**src/sv/vtyp_pkg.sv**
```systemverilog
// ----------------------------------------------------------------------------
// vtyp_pkg
// Shared types, constants and the arctangent table for the yaw/pitch
// converter.
// ----------------------------------------------------------------------------
package vtyp_pkg;

    localparam int COORD_W    = 16;
    localparam int GUARD_BITS = 24;
    localparam int DATA_W     = COORD_W + GUARD_BITS + 3;
    localparam int ANG_W      = 32;
    localparam int ANG_FRAC   = 20;
    localparam int OUT_SHIFT  = 13;
    localparam int MAX_STEPS  = 24;
    localparam int GAIN_FRAC  = 30;
    localparam int HI_W       = DATA_W - 1 - GAIN_FRAC;
    localparam int OUT_W      = 16;

    localparam logic [GAIN_FRAC-1:0] INV_GAIN   = GAIN_FRAC'(652032875);
    localparam logic [OUT_W-1:0]     FULL_TURN  = OUT_W'(46080);
    localparam logic [OUT_W-1:0]     PITCH_UP   = OUT_W'(34560);
    localparam logic [OUT_W-1:0]     PITCH_DOWN = OUT_W'(11520);

    typedef logic signed [DATA_W-1:0] data_t;
    typedef logic signed [ANG_W-1:0]  ang_t;

    localparam ang_t HALF_TURN_FINE = ang_t'(180) <<< ANG_FRAC;
    localparam ang_t ROUND_BIAS     = ang_t'(1) <<< (OUT_SHIFT - 1);

    typedef struct packed {
        logic signed [COORD_W-1:0] x_coord;
        logic signed [COORD_W-1:0] y_coord;
        logic signed [COORD_W-1:0] z_coord;
    } in_beat_t;

    typedef struct packed {
        logic [OUT_W-1:0] yaw_angle;
        logic [OUT_W-1:0] pitch_angle;
    } out_beat_t;

    typedef struct packed {
        data_t x;
        data_t y;
        ang_t  ang;
    } cvec_t;

    typedef struct packed {
        logic             xy_zero;
        logic             z_pos;
        logic [OUT_W-1:0] yaw;
        data_t            z_fine;
    } side_t;

    // round(atan(2^-i) * 2^20), degrees
    function automatic ang_t atan_entry(input int unsigned idx);
        ang_t v;
        unique case (idx)
            0:       v = ang_t'(47185920);
            1:       v = ang_t'(27855475);
            2:       v = ang_t'(14718068);
            3:       v = ang_t'(7471121);
            4:       v = ang_t'(3750058);
            5:       v = ang_t'(1876857);
            6:       v = ang_t'(938658);
            7:       v = ang_t'(469357);
            8:       v = ang_t'(234682);
            9:       v = ang_t'(117342);
            10:      v = ang_t'(58671);
            11:      v = ang_t'(29335);
            12:      v = ang_t'(14668);
            13:      v = ang_t'(7334);
            14:      v = ang_t'(3667);
            15:      v = ang_t'(1833);
            16:      v = ang_t'(917);
            17:      v = ang_t'(458);
            18:      v = ang_t'(229);
            19:      v = ang_t'(115);
            20:      v = ang_t'(57);
            21:      v = ang_t'(29);
            22:      v = ang_t'(14);
            23:      v = ang_t'(7);
            default: v = '0;
        endcase
        return v;
    endfunction

endpackage

```
**src/sv/vtyp_cordic_stage.sv**
```systemverilog
// ----------------------------------------------------------------------------
// vtyp_cordic_stage
// One registered CORDIC vectoring micro-rotation, drives y toward zero.
// ----------------------------------------------------------------------------
module vtyp_cordic_stage #(
    parameter int STEP = 0
) (
    input  logic            aclk,
    input  logic            load,
    input  vtyp_pkg::cvec_t vec_in,
    input  vtyp_pkg::side_t side_in,
    output vtyp_pkg::cvec_t vec_out,
    output vtyp_pkg::side_t side_out
);

    localparam vtyp_pkg::ang_t ATAN = vtyp_pkg::atan_entry(STEP);

    vtyp_pkg::data_t xs;
    vtyp_pkg::data_t ys;
    vtyp_pkg::cvec_t vec_next;
    vtyp_pkg::cvec_t vec_reg;
    vtyp_pkg::side_t side_reg;

    always_comb begin
        xs = vec_in.x >>> STEP;
        ys = vec_in.y >>> STEP;
        if (!vec_in.y[vtyp_pkg::DATA_W-1]) begin
            vec_next.x   = vec_in.x + ys;
            vec_next.y   = vec_in.y - xs;
            vec_next.ang = vec_in.ang + ATAN;
        end else begin
            vec_next.x   = vec_in.x - ys;
            vec_next.y   = vec_in.y + xs;
            vec_next.ang = vec_in.ang - ATAN;
        end
    end

    always_ff @(posedge aclk) begin
        if (load) begin
            vec_reg  <= vec_next;
            side_reg <= side_in;
        end
    end

    assign vec_out  = vec_reg;
    assign side_out = side_reg;

endmodule

```
**config.mk**
```make
export PLATFORM = sky130hd
export DESIGN_NAME = vtyp_cordic_stage
export DESIGN_NICKNAME = d
export VERILOG_FILES = /design/src/sv/vtyp_pkg.sv /design/src/sv/vtyp_cordic_stage.sv
export SDC_FILE = /design/constraint.sdc
export NUM_CORES = 1
export LEC_CHECK = 0
export BUFFER_PORTS_ARGS = -buffer_cell sky130_fd_sc_hd__buf_2
export CAP_MARGIN = 5
export CELL_PAD_IN_SITES_DETAIL_PLACEMENT = 0
export CELL_PAD_IN_SITES_GLOBAL_PLACEMENT = 2
export CORE_MARGIN = 4
export CORE_UTILIZATION = 29
export DETAILED_ROUTE_END_ITERATION = 8
export PLACE_DENSITY_LB_ADDON = 0.1
export SLEW_MARGIN = 15
export SYNTH_ARGS = -nofsm -noshare
export SYNTH_HDL_FRONTEND = slang
export SYNTH_SLANG_ARGS = --single-unit
export TNS_END_PERCENT = 10
```
**constraint.sdc**
```tcl
create_clock -name aclk -period 2.95 [get_ports aclk]
set_input_delay 0.295 -clock aclk [delete_from_list [all_inputs] [get_ports aclk]]
set_output_delay 0.295 -clock aclk [all_outputs]
set_load 0.01 [all_outputs]
```
# Word-level counts from Yosys, hierarchy flattened

Cells that the tools add are included.

Add/sub/neg operators: 5
Muxes and demuxes: 1

Operator list:

| kind                     | count |
|---|---|
| $mux W118                | 1 |
| $sub A43 B43 Y43         | 2 |
| $add A43 B43 Y43         | 1 |
| $add A32 B27 Y32 const B | 1 |
| $sub A32 B27 Y32 const B | 1 |

Output and inout port bits: 179
Input bits: 181
Word-level logic and storage cells: 13
Bits in registers: 179

# Longest topological paths before layout

Word-level depth: 2
Gate-level depth with buffers: 15
Mapped depth without buffers: 13

# Worst setup path before layout

OpenSTA, ideal clock, no wires.

Path type: in2reg
Start: input vec_in[74] in the netlist's numbering
End: register vec_reg, in the netlist vec_out[31] (data pin)
Buffers on the path: 3
Arrival: 2.831 ns
Setup slack: -0.147 ns
Required time: 2.684 ns
Cell stages on the path: 14
Setup time: 0.266 ns
Cell sequence: clkbuf_1 > inv_1 > clkbuf_1 > buf_1 > ha_1 > a21oi_1 > o21ai_0 > a21oi_1 > o21ai_0 > a21oi_1 > nor2b_1 > o21a_1 > o41ai_1 > xnor2_1

RTL lines:

| item                   | RTL line                | source |
|---|---|---|
| start: declaration     | vtyp_cordic_stage.sv:10 | `input vtyp_pkg::cvec_t vec_in,` |
| end signal: assignment | vtyp_cordic_stage.sv:40 | `vec_reg <= vec_next;` |
| end: declaration       | vtyp_cordic_stage.sv:21 | `vtyp_pkg::cvec_t vec_reg;` |

==> flow_summary_export.csv <==
group,metric,value,unit
cells_and_area,fill_cells,4630,
synthesis,async_flop_share,0,%
drt,ant_nets,0,
setup_path,critical_path_class,"in2reg",
floorplan,fp.dieW,225.5,µm
place,hpwl,46.51,mm
synthesis,syn_area,0.01372,mm²
floorplan,row_count,79,
floorplan,core-area,0.04665,mm²
clocking,cts_max_path_buffers,2,
synthesis,ys_warn_count,0,
cells_and_area,antenna_cells,0,
synthesis,synth_edf_count,178,
run_status,violations,"setup timing",
setup_path,cp.arrival,3.21,ns
drt,drt-wirelength-per-cell,19.85,µm
clocking,cts_buffers,17,
setup_path,crit_required,3.19,ns
synthesis,yosysUniqueCellTypes,75,
hold_path,hp-class,"in2reg",
sta,fmax,336.2,MHz
drt,route.detailed.drc,0,
clocking,clk_pin_slew_worst_paths,0.08,ns
synthesis,syn_inst,1457,
grt,grt_pass1_vias,14210,
place,gp_congestion,0.8764,
setup_path,max_stage_delay,0.42,ns
sta,rsz0062_at_grt,"true",
cells_and_area,layoutNonFillerInstCount,2872,
setup_path,crit_top_cell,"a211o_1",
sta,worst_pin_slew,0.8679,ns
sta,relSlewSlack,42.14,%
sta,finalMaxSlewViolations,0,
drt,wl,57.00,mm
synthesis,synthFlopType,"edfxtp_1",
power_and_ir_drop,powerDensity,446.8,mW/mm²
floorplan,initial_core_util,29.40,%
floorplan,num_io_pins,360,
job,maxCapViolations,0,
sta,fin_crit_sh,100.8,%
grt,gr-usage-all-layers,21.85,%
place,port_buffers,359,
grt,grt_pass1_wl,84.48,mm
cells_and_area,final_nets,2589,
synthesis,synth_area_leaders,"edfxtp_1, ha_1, a21oi_1",
synthesis,synth.most_common_cell,"a21oi_1",
synthesis,syn_nets,1794,
power_and_ir_drop,report.power.total,9.210,mW
drt,vias_per_cell,4.886,
clocking,cts.sinks,178,
sta,setup_ws,-0.02426,ns
clocking,htreeDepth,4,
run_status,status,"finished, violations left",
setup_path,crit_chain,"buf_2, ha_1, inv_1, fa_1, o21ba_1, or4_1, o211ai_2, a21o_1, a211o_1, buf_4, a21bo_2, a211o_1, nand2_1, mux2i_2, xnor2_1",
synthesis,syn_avg_cell_area,9.415,µm²
setup_path,cp_max_fo,5,
synthesis,synth_top_area_share,38.96,%
synthesis,ys_ff_latch,178,
sta,setup_violations,4,
sta,fin_crit,2.974,ns
drt,vias,14030,
power_and_ir_drop,peakVddDrop,0.3617,mV
grt,antenna_found_initial,3,
drt,drt_first_iter_violations,798,
synthesis,ys_top_cells_by_count,"a21oi_1, edfxtp_1, ha_1",
floorplan,die-height,225.5,µm
setup_path,cp-end-kind,"flip-flop",
setup_path,critPathLaunchType,"input pin",
place,dp_cells,2758,
cells_and_area,design_area,0.02061,mm²
clocking,cts_tree,"yes",
floorplan,die_area,0.05085,mm²
power_and_ir_drop,p_leak,9.634,nW
sta,tns,-0.06317,ns
synthesis,synth.largest_area_cell,"edfxtp_1",
grt,grt-ovfl-total,0,
grt,grt_max_degree,111,
setup_path,slowest_stage,"or4_1",
synthesis,ys_seq_area_share,38.96,%
clocking,cts-root-buf,"clkbuf_16",
cells_and_area,area_growth,50.25,%
place,place_area,0.01906,mm²
drt,drt_first_pass_iters,6,
cells_and_area,layout-drive-gt1-share,37.00,%
sta,hold_viol_final,0,
stage by stage:
stage	util [%]	setup slack [ns]	hold WS [ns]
2_1_floorplan	-	0.01762	0.3939
3_3_place_gp	40.85	-0.5668	0.4718
3_5_place_dp	40.85	-0.6024	0.4734
4_1_cts	43.94	-0.01579	0.002599
5_1_grt	44.18	-0.1399	0.1130
6_report	44.18	-0.02426	0.1289
path summary, 6_finish.rpt:
check,start,end,slack (ns),depth (start not counted)
min,vec_in[20],vec_out[20],0.13,2
max,vec_in[32],vec_out[62],-0.02,15
cell usage in the layout, fill, tap and decap left out, types with 5 or more instances in the layout:
master	netlist	final
o211ai_1	5	5
nand4_1	21	21
nor3_1	30	29
nor2_1	94	94
a2111oi_0	5	5
a211o_1	10	10
inv_2	9	10
edfxtp_1	178	178
ha_1	152	146
nor2b_1	14	13
clkinv_8	0	8
nor4_1	14	13
o21ai_1	7	12
nand2_1	76	76
buf_4	5	397
dlygate4sd3_1	0	81
nand3_1	23	23
o21ai_0	94	87
ha_2	0	5
a21oi_1	183	179
mux2i_1	18	17
buf_2	8	357
o21bai_1	45	45
xor2_1	5	5
a221o_1	8	8
o21a_1	21	21
nand2b_1	13	13
and3_1	10	10
o31ai_1	9	8
clkbuf_16	0	17
inv_1	134	133
xnor2_1	84	83
a31oi_1	6	6
a211oi_1	10	10
a21o_1	37	37
final cells by class:
cell class	count	area [µm²]	share of cell area, %
clock buffers	17	425.4	2.064
clock inverters	15	203.9	0.9895
inverters	145	546.8	2.653
multi-input cells	1070	7661	37.17
flip-flops and latches	178	5345	25.93
well taps	607	759.5	3.685
repair buffers	840	5669	27.51
registers in the layout (all words and copies together), names as in the netlist:
| name | count |
|---|---|
| vec_out | 117 |
| side_out | 61 |
critical path: cells and delay by family:
family / cells / cell delay, ns
AO/OA/AOI/OAI: 6 / 1.13
XOR/XNOR: 1 / 0.12
adder cells (fa/ha/maj): 2 / 0.57
buffers and inverters: 3 / 0.33
multiplexers: 1 / 0.24
AND/OR/NAND/NOR: 2 / 0.52
per-layer routing:
layer	global-route usage, %	vias to the layer above	wire (µm)
met5	0	-	35
met4	5.987	6	1072
met3	4.051	66	3210
met2	36.21	434	26700
li1	-	6845	-
met1	29.39	6683	25980
power by group:
| part | total, mW | leakage, nW | switching (mW) | internal (mW) |
|---|---|---|---|---|
| Sequential | 3.29 | 1.74 | 0.0874 | 3.20 |
| Clock | 2.41 | 0.301 | 1.25 | 1.16 |
| Combinational | 3.51 | 7.59 | 1.90 | 1.61 |
what timing repair did:
| action | CTS | global route |
|---|---|---|
| hold buffers | 80 | 1 |
| endpoints found under the hold margin | 80 | 1 |
| setup endpoints to repair | 3 | 32 |
| gates resized for setup | 2 | 26 |
| pin swaps | 0 | 3 |
| buffers inserted | 0 | 1 |
cell families after synthesis:
logic type      count (synthesis)  synth area share, %
compound gates                495                22.88
mux                            19                1.395
simple gates                  311                10.68
xor+xnor                       89                5.682
fa+ha+maj                     156                14.45
buf+inv                       209                5.947
flops                         178                38.96
No activity file was read; power rests on OpenSTA's default activity.
