==> src/sv/vtyp_pkg.sv <==
// ----------------------------------------------------------------------------
// vtyp_pkg
// Shared types, constants and the arctangent table for the yaw/pitch
// converter.
// ----------------------------------------------------------------------------
package vtyp_pkg;

    localparam int COORD_W    = 16;
    localparam int GUARD_BITS = 24;
    localparam int DATA_W     = COORD_W + GUARD_BITS + 3;
    localparam int ANG_W      = 32;
    localparam int ANG_FRAC   = 20;
    localparam int OUT_SHIFT  = 13;
    localparam int MAX_STEPS  = 24;
    localparam int GAIN_FRAC  = 30;
    localparam int HI_W       = DATA_W - 1 - GAIN_FRAC;
    localparam int OUT_W      = 16;

    localparam logic [GAIN_FRAC-1:0] INV_GAIN   = GAIN_FRAC'(652032875);
    localparam logic [OUT_W-1:0]     FULL_TURN  = OUT_W'(46080);
    localparam logic [OUT_W-1:0]     PITCH_UP   = OUT_W'(34560);
    localparam logic [OUT_W-1:0]     PITCH_DOWN = OUT_W'(11520);

    typedef logic signed [DATA_W-1:0] data_t;
    typedef logic signed [ANG_W-1:0]  ang_t;

    localparam ang_t HALF_TURN_FINE = ang_t'(180) <<< ANG_FRAC;
    localparam ang_t ROUND_BIAS     = ang_t'(1) <<< (OUT_SHIFT - 1);

    typedef struct packed {
        logic signed [COORD_W-1:0] x_coord;
        logic signed [COORD_W-1:0] y_coord;
        logic signed [COORD_W-1:0] z_coord;
    } in_beat_t;

    typedef struct packed {
        logic [OUT_W-1:0] yaw_angle;
        logic [OUT_W-1:0] pitch_angle;
    } out_beat_t;

    typedef struct packed {
        data_t x;
        data_t y;
        ang_t  ang;
    } cvec_t;

    typedef struct packed {
        logic             xy_zero;
        logic             z_pos;
        logic [OUT_W-1:0] yaw;
        data_t            z_fine;
    } side_t;

    // round(atan(2^-i) * 2^20), degrees
    function automatic ang_t atan_entry(input int unsigned idx);
        ang_t v;
        unique case (idx)
            0:       v = ang_t'(47185920);
            1:       v = ang_t'(27855475);
            2:       v = ang_t'(14718068);
            3:       v = ang_t'(7471121);
            4:       v = ang_t'(3750058);
            5:       v = ang_t'(1876857);
            6:       v = ang_t'(938658);
            7:       v = ang_t'(469357);
            8:       v = ang_t'(234682);
            9:       v = ang_t'(117342);
            10:      v = ang_t'(58671);
            11:      v = ang_t'(29335);
            12:      v = ang_t'(14668);
            13:      v = ang_t'(7334);
            14:      v = ang_t'(3667);
            15:      v = ang_t'(1833);
            16:      v = ang_t'(917);
            17:      v = ang_t'(458);
            18:      v = ang_t'(229);
            19:      v = ang_t'(115);
            20:      v = ang_t'(57);
            21:      v = ang_t'(29);
            22:      v = ang_t'(14);
            23:      v = ang_t'(7);
            default: v = '0;
        endcase
        return v;
    endfunction

endpackage

==> src/sv/vtyp_horiz.sv <==
// ----------------------------------------------------------------------------
// vtyp_horiz
// Gain correction of the horizontal length (two stages) and heading rounding.
// ----------------------------------------------------------------------------
module vtyp_horiz (
    input  logic            aclk,
    input  logic            load_a,
    input  logic            load_b,
    input  vtyp_pkg::cvec_t vec_in,
    input  vtyp_pkg::side_t side_in,
    output vtyp_pkg::data_t len_out,
    output vtyp_pkg::side_t side_out
);

    localparam int HP_W = vtyp_pkg::HI_W + vtyp_pkg::GAIN_FRAC;
    localparam int LP_W = 2 * vtyp_pkg::GAIN_FRAC;

    logic [vtyp_pkg::HI_W-1:0]      hi;
    logic [vtyp_pkg::GAIN_FRAC-1:0] lo;
    logic [LP_W-1:0]                lo_prod;
    logic [HP_W-1:0]                hi_prod_next;
    logic [HP_W-1:0]                hi_prod_reg;
    logic [vtyp_pkg::GAIN_FRAC-1:0] lo_top_next;
    logic [vtyp_pkg::GAIN_FRAC-1:0] lo_top_reg;
    vtyp_pkg::ang_t                 q;
    vtyp_pkg::ang_t                 q_wrap;
    vtyp_pkg::side_t                side_next;
    vtyp_pkg::side_t                side_a_reg;
    vtyp_pkg::side_t                side_b_reg;
    vtyp_pkg::data_t                len_next;
    vtyp_pkg::data_t                len_reg;

    always_comb begin
        hi           = vec_in.x[vtyp_pkg::DATA_W-2:vtyp_pkg::GAIN_FRAC];
        lo           = vec_in.x[vtyp_pkg::GAIN_FRAC-1:0];
        hi_prod_next = HP_W'(hi) * HP_W'(vtyp_pkg::INV_GAIN);
        lo_prod      = LP_W'(lo) * LP_W'(vtyp_pkg::INV_GAIN);
        lo_top_next  = lo_prod[LP_W-1:vtyp_pkg::GAIN_FRAC];

        q      = (vec_in.ang + vtyp_pkg::ROUND_BIAS) >>> vtyp_pkg::OUT_SHIFT;
        q_wrap = q[vtyp_pkg::ANG_W-1] ? q + vtyp_pkg::ang_t'(vtyp_pkg::FULL_TURN) : q;
        side_next     = side_in;
        side_next.yaw = q_wrap[vtyp_pkg::OUT_W-1:0];

        len_next = vtyp_pkg::data_t'(hi_prod_reg) + vtyp_pkg::data_t'(lo_top_reg);
    end

    always_ff @(posedge aclk) begin
        if (load_a) begin
            hi_prod_reg <= hi_prod_next;
            lo_top_reg  <= lo_top_next;
            side_a_reg  <= side_next;
        end
        if (load_b) begin
            len_reg    <= len_next;
            side_b_reg <= side_a_reg;
        end
    end

    assign len_out  = len_reg;
    assign side_out = side_b_reg;

endmodule

==> config.mk <==
export PLATFORM = sky130hd
export DESIGN_NAME = vtyp_horiz
export DESIGN_NICKNAME = d
export VERILOG_FILES = /design/src/sv/vtyp_pkg.sv /design/src/sv/vtyp_horiz.sv
export SDC_FILE = /design/constraint.sdc
export NUM_CORES = 2
export LEC_CHECK = 0
export BUFFER_PORTS_ARGS = -buffer_cell sky130_fd_sc_hd__buf_2
export CORE_MARGIN = 4
export CORE_UTILIZATION = 35
export CTS_CLUSTER_SIZE = 40
export DETAILED_ROUTE_END_ITERATION = 12
export GPL_TIMING_DRIVEN = 0
export PLACE_DENSITY = 0.6
export SYNTH_ARGS = -nofsm -noshare
export SYNTH_HDL_FRONTEND = slang
export SYNTH_SLANG_ARGS = --single-unit
==> constraint.sdc <==
create_clock -name aclk -period 14.9 [get_ports aclk]
set_clock_uncertainty 0.2 [all_clocks]
set_input_delay 0 -clock aclk [delete_from_list [all_inputs] [get_ports aclk]]
set_output_delay 0 -clock aclk [all_outputs]
set_load 0.02 [all_outputs]
# Word-level counts from Yosys, hierarchy flattened
# Index checks and enable logic that the tools add are counted.
totals:
  regBits: 237
  latchBits: 0
  ram_bits: 0
  rom_bits: 0
  in_bits: 182
  out_inout_bits: 104
  word_cells: 17
  mem_count: 0
op_classes:
  add_sub_neg: 3
  mul: 2
  div_mod_pow: 0
  magnitude_cmp: 0
  n_eq_ne: 0
  shifts: 0
  mux: 1
  bitwise_logic: 0
  reduce_logical: 0
ops:
  columns: ["op", "count"]
  rows:
  - ["multiplier 30 x 30 -> 60 bit (second input constant)", 1]
  - ["adder 42 x 30 -> 43 bit", 1]
  - ["multiplier 12 x 30 -> 42 bit (second input constant)", 1]
  - ["adder 32 x 14 -> 32 bit (second input constant)", 1]
  - ["adder 16 bit (second input constant)", 1]
  - ["two-way mux 16 bit", 1]

# Longest topological paths before layout
logic_depth:
  depth_word: 3
  ltp_mapped: 25

# Worst setup path after synthesis
# Ideal clock, no wire load.
synth_path:
  kind: "input -> register"
  start: "in vec_in[83] in the netlist's numbering"
  end: "reg lo_top_reg[17] in the netlist's numbering (data pin)"
  setup_ps: 262
  arrival_time_ps: 6109
  required_ps: 14438
  slack_ps: 8330
  cell_stages: 25
  path_cell_list: "inv_1 fa_1 fa_1 inv_1 fa_1 inv_1 fa_1 inv_1 fa_1 fa_1 fa_1 inv_1 fa_1 inv_1 ha_1 a21oi_1 o21ai_0 o31ai_1 a21oi_1 a31o_2 nand2_1 nor3_1 or2_2 a211oi_1 xnor2_1"
synth_via:
  elab_chain_cells: 1
synth_rtl:
  columns: ["element", "line_no", "rtl"]
  rows:
  - ["start: declaration", "vtyp_horiz.sv:9", "input vtyp_pkg::cvec_t vec_in,"]
  - ["multiplier 30 x 30 -> 60 bit", "vtyp_horiz.sv:37", "lo_prod = LP_W'(lo) * LP_W'(vtyp_pkg::INV_GAIN);"]
  - ["via lo_prod[47]", "vtyp_horiz.sv:20", "logic [LP_W-1:0] lo_prod;"]
  - ["end signal: assignment", "vtyp_horiz.sv:51", "lo_top_reg <= lo_top_next;"]
  - ["end: declaration", "vtyp_horiz.sv:24", "logic [vtyp_pkg::GAIN_FRAC-1:0] lo_top_reg;"]
# The timed path passes the listed nets, and every way through them passes these cells.
# A chain may end at the register's enable or synchronous reset.

# Worst setup path in the final report
layout_path:
  start: "in vec_in[84] in the netlist's numbering"
  end: "reg lo_top_reg[29] in the netlist's numbering (data pin)"
# Same word-level chain as after synthesis.

==> reports/metrics.yaml <==
worst_r2r_path_depth: 13
rows: 111
avgSynthCellArea_um2: 11.6
overflow: 0
cp_slowest_stage_delay_ps: 660
fill_cells: 8869
synthFlopType: "edfxtp_1"
slew_viol_final: 0
drive_gt1_share_pct: 8.91
wl_per_cell_um: 19.0
rsz0062_at_grt: "false"
grt_pass1_vias: 22586
hold_end: "side_a_reg[40]$_DFFE_PP_"
ys_seq_elements: 237
yosysMostFrequentCell: "inv_1"
ys_top_cells_by_count: "inv_1, fa_1, ha_1, edfxtp_1, a21oi_1"
cp-end-kind: "flop"
wl_met1_um: 36700
cts_made_buffers: 25
holdPathStages: 2
fin_crit_sh_pct: 49.5
syn_inst: 2792
clkTransAtPathRegs_ps: 60
grt_use_total_pct: 17.6
path_cells: "buf_2 -> inv_1 -> fa_1 -> fa_1 -> inv_1 -> fa_1 -> fa_1 -> fa_1 -> fa_1 -> fa_1 -> fa_1 -> ha_1 -> clkbuf_1 -> nand4_1 -> nor4_1 -> nor4bb_1 -> a32oi_1 -> a31oi_1 -> a21oi_1 -> o21bai_2 -> a21oi_1 -> xnor2_1"
critPathMostFrequentCell: "fa_1"
cts_buffer_depth: 3
antenna_found_initial: 2
core_um2: 91800
initial_utilization_pct: 35.3
grt_pass1_wl_um: 132000
syn-num-nets: 4033
firstDrtPassIters: 5
hp-class: "input pin to flop"
cts_sinks: 237
yosysWarningCount: 0
hold_path.startpoint: "side_in[40]"
setup_violations: 0
synth_cell_types: 77
cts_setup_buffers: 0
ioPinCount: 286
drt_wl_total_um: 84200
nets: 4402
place_hpwl_um: 72900
synthArstFlopShare_pct: 0
globalplace.congestion: 0.960
fin_setup_tns_ps: 0
cts_tree: "yes"
max_clock_freq_mhz: 136
io_buffers: 212
die_area_um2: 97600
synth_edf_count: 237
worstPathMaxFanout: 8
routed.top_layer: "met5"
clock_latency_ps: 540
chipHeight_um: 312
hold_viol: 0
status: "finished, violations left"
rrSetupSlack_ps: 10990
root_buffer: "clkbuf_16"
violations: "antenna violations"
rr_endpoint: "len_out[40]$_DFFE_PP_"
cap_violations: 0
dieWidth_um: 312
met3_length_um: 4700
required_ps: 15050
ant_nets: 1
cp_slowest_cell: "fa_1"
grt_max_degree: 73
slew_headroom_pct: 55.6
yosysTopAreaCell: "fa_1"
viasPerCell: 4.73
seq_area_frac_synth_pct: 22.0
finalCriticalPeriod_ps: 7370
synth_area_um2: 32400
cp.arrival_ps: 7520
yosys-top-cells-area: "fa_1, edfxtp_1, ha_1, inv_1, xnor2_1"
drt-initial-drc-count: 1173
wl_met2_um: 40200
h-tree-depth: 1
yosysTopAreaCellShare_pct: 36.5
drc: 0
startpoint_type: "input pin"
whs_ps: 43.9
tightestPinTransition_ps: 667
syn_to_final_growth_pct: 14.6
timing.rr.start: "hi_prod_reg[0]$_DFFE_PP_"
vias: 20925
path_class: "input pin to flop"
area by class of cell:
cell class	count	area [µm²]	area share (%)
antenna	5	12.5	0.0337
clock inverter	15	131	0.354
timing repair buffer	342	2410	6.48
sequential	237	7120	19.2
buffer	24	95.1	0.256
clock buffer	28	637	1.71
inverter	735	2760	7.42
tap	1243	1560	4.19
multi-input combinational	1796	22400	60.4
logic make-up (layout without fill, tap and decap cells):
logic type	after synthesis	count (layout)	synth area share, %
other cells	0	5	0
mux	2	2	0.0656
compound gates	337	337	7.04
fa+ha+maj	1059	1059	54.6
flops	237	237	22.0
xor+xnor	124	124	3.35
simple gates	274	274	4.23
buf+inv	759	1144	8.80
how the worst max path moves through the flow:
stage,from,slack [ps],to
after floorplan,vec_in[83],8330,lo_top_reg[17]$_DFFE_PP_
after global placement,vec_in[85],7040,lo_top_reg[29]$_DFFE_PP_
after detailed placement,vec_in[84],7040,lo_top_reg[29]$_DFFE_PP_
after CTS,vec_in[84],7570,lo_top_reg[29]$_DFFE_PP_
after global routing,vec_in[81],7000,lo_top_reg[29]$_DFFE_PP_
final,vec_in[84],7530,lo_top_reg[29]$_DFFE_PP_
stage by stage:
stage          instance area, µm²  cells  utilization [%]  worst slack (ps)
6_report                    37200   4425             40.5              7530
5_1_grt                     37100   4420             40.5              7000
4_1_cts                     37100   4420             40.5              7570
3_5_place_dp                35100   4249             38.2              7040
3_3_place_gp                35000   4247             38.2              7040
2_1_floorplan               32400   2792                -              8330
timing repair:
item                      4_1_cts  5_1_grt
resized for setup               0        0
hold endpoints to repair      170        0
hold buffers                  128        0
worst max-delay path, delay by kind of cell:
family / cells / cell delay [ps]
and+or+nand+nor: 3 / 1000
AOI/OAI and AO/OA: 5 / 1070
adders and majority gates: 9 / 4360
xor gates and xnor gates: 1 / 240
buffers and inverters: 4 / 830
metal layers:
metal,up-vias,global-route usage [%]
met5,-,0
met4,2,4.55
met3,111,2.73
met2,531,29.0
met1,10532,24.3
li1,9749,-
cells in the final DEF (no fill, tap or decap), types with 18 or more instances in the layout:
| master | Yosys | routed |
|---|---|---|
| edfxtp_1 | 237 | 237 |
| xnor2_1 | 82 | 82 |
| xor2_1 | 42 | 42 |
| buf_2 | 3 | 213 |
| and3_1 | 18 | 18 |
| inv_1 | 735 | 735 |
| nor2_1 | 58 | 58 |
| clkbuf_1 | 20 | 23 |
| clkbuf_16 | 0 | 25 |
| dlygate4sd3_1 | 0 | 128 |
| nand4_1 | 22 | 22 |
| nand2_1 | 72 | 72 |
| a21oi_1 | 110 | 110 |
| fa_1 | 591 | 591 |
| nand3_1 | 37 | 37 |
| ha_1 | 468 | 468 |
| a21o_1 | 52 | 52 |
| o21ai_0 | 42 | 42 |
Power is left out: the tool's default activity adds up to more than one toggle a clock period on the data nets, which glitch-free logic cannot reach.
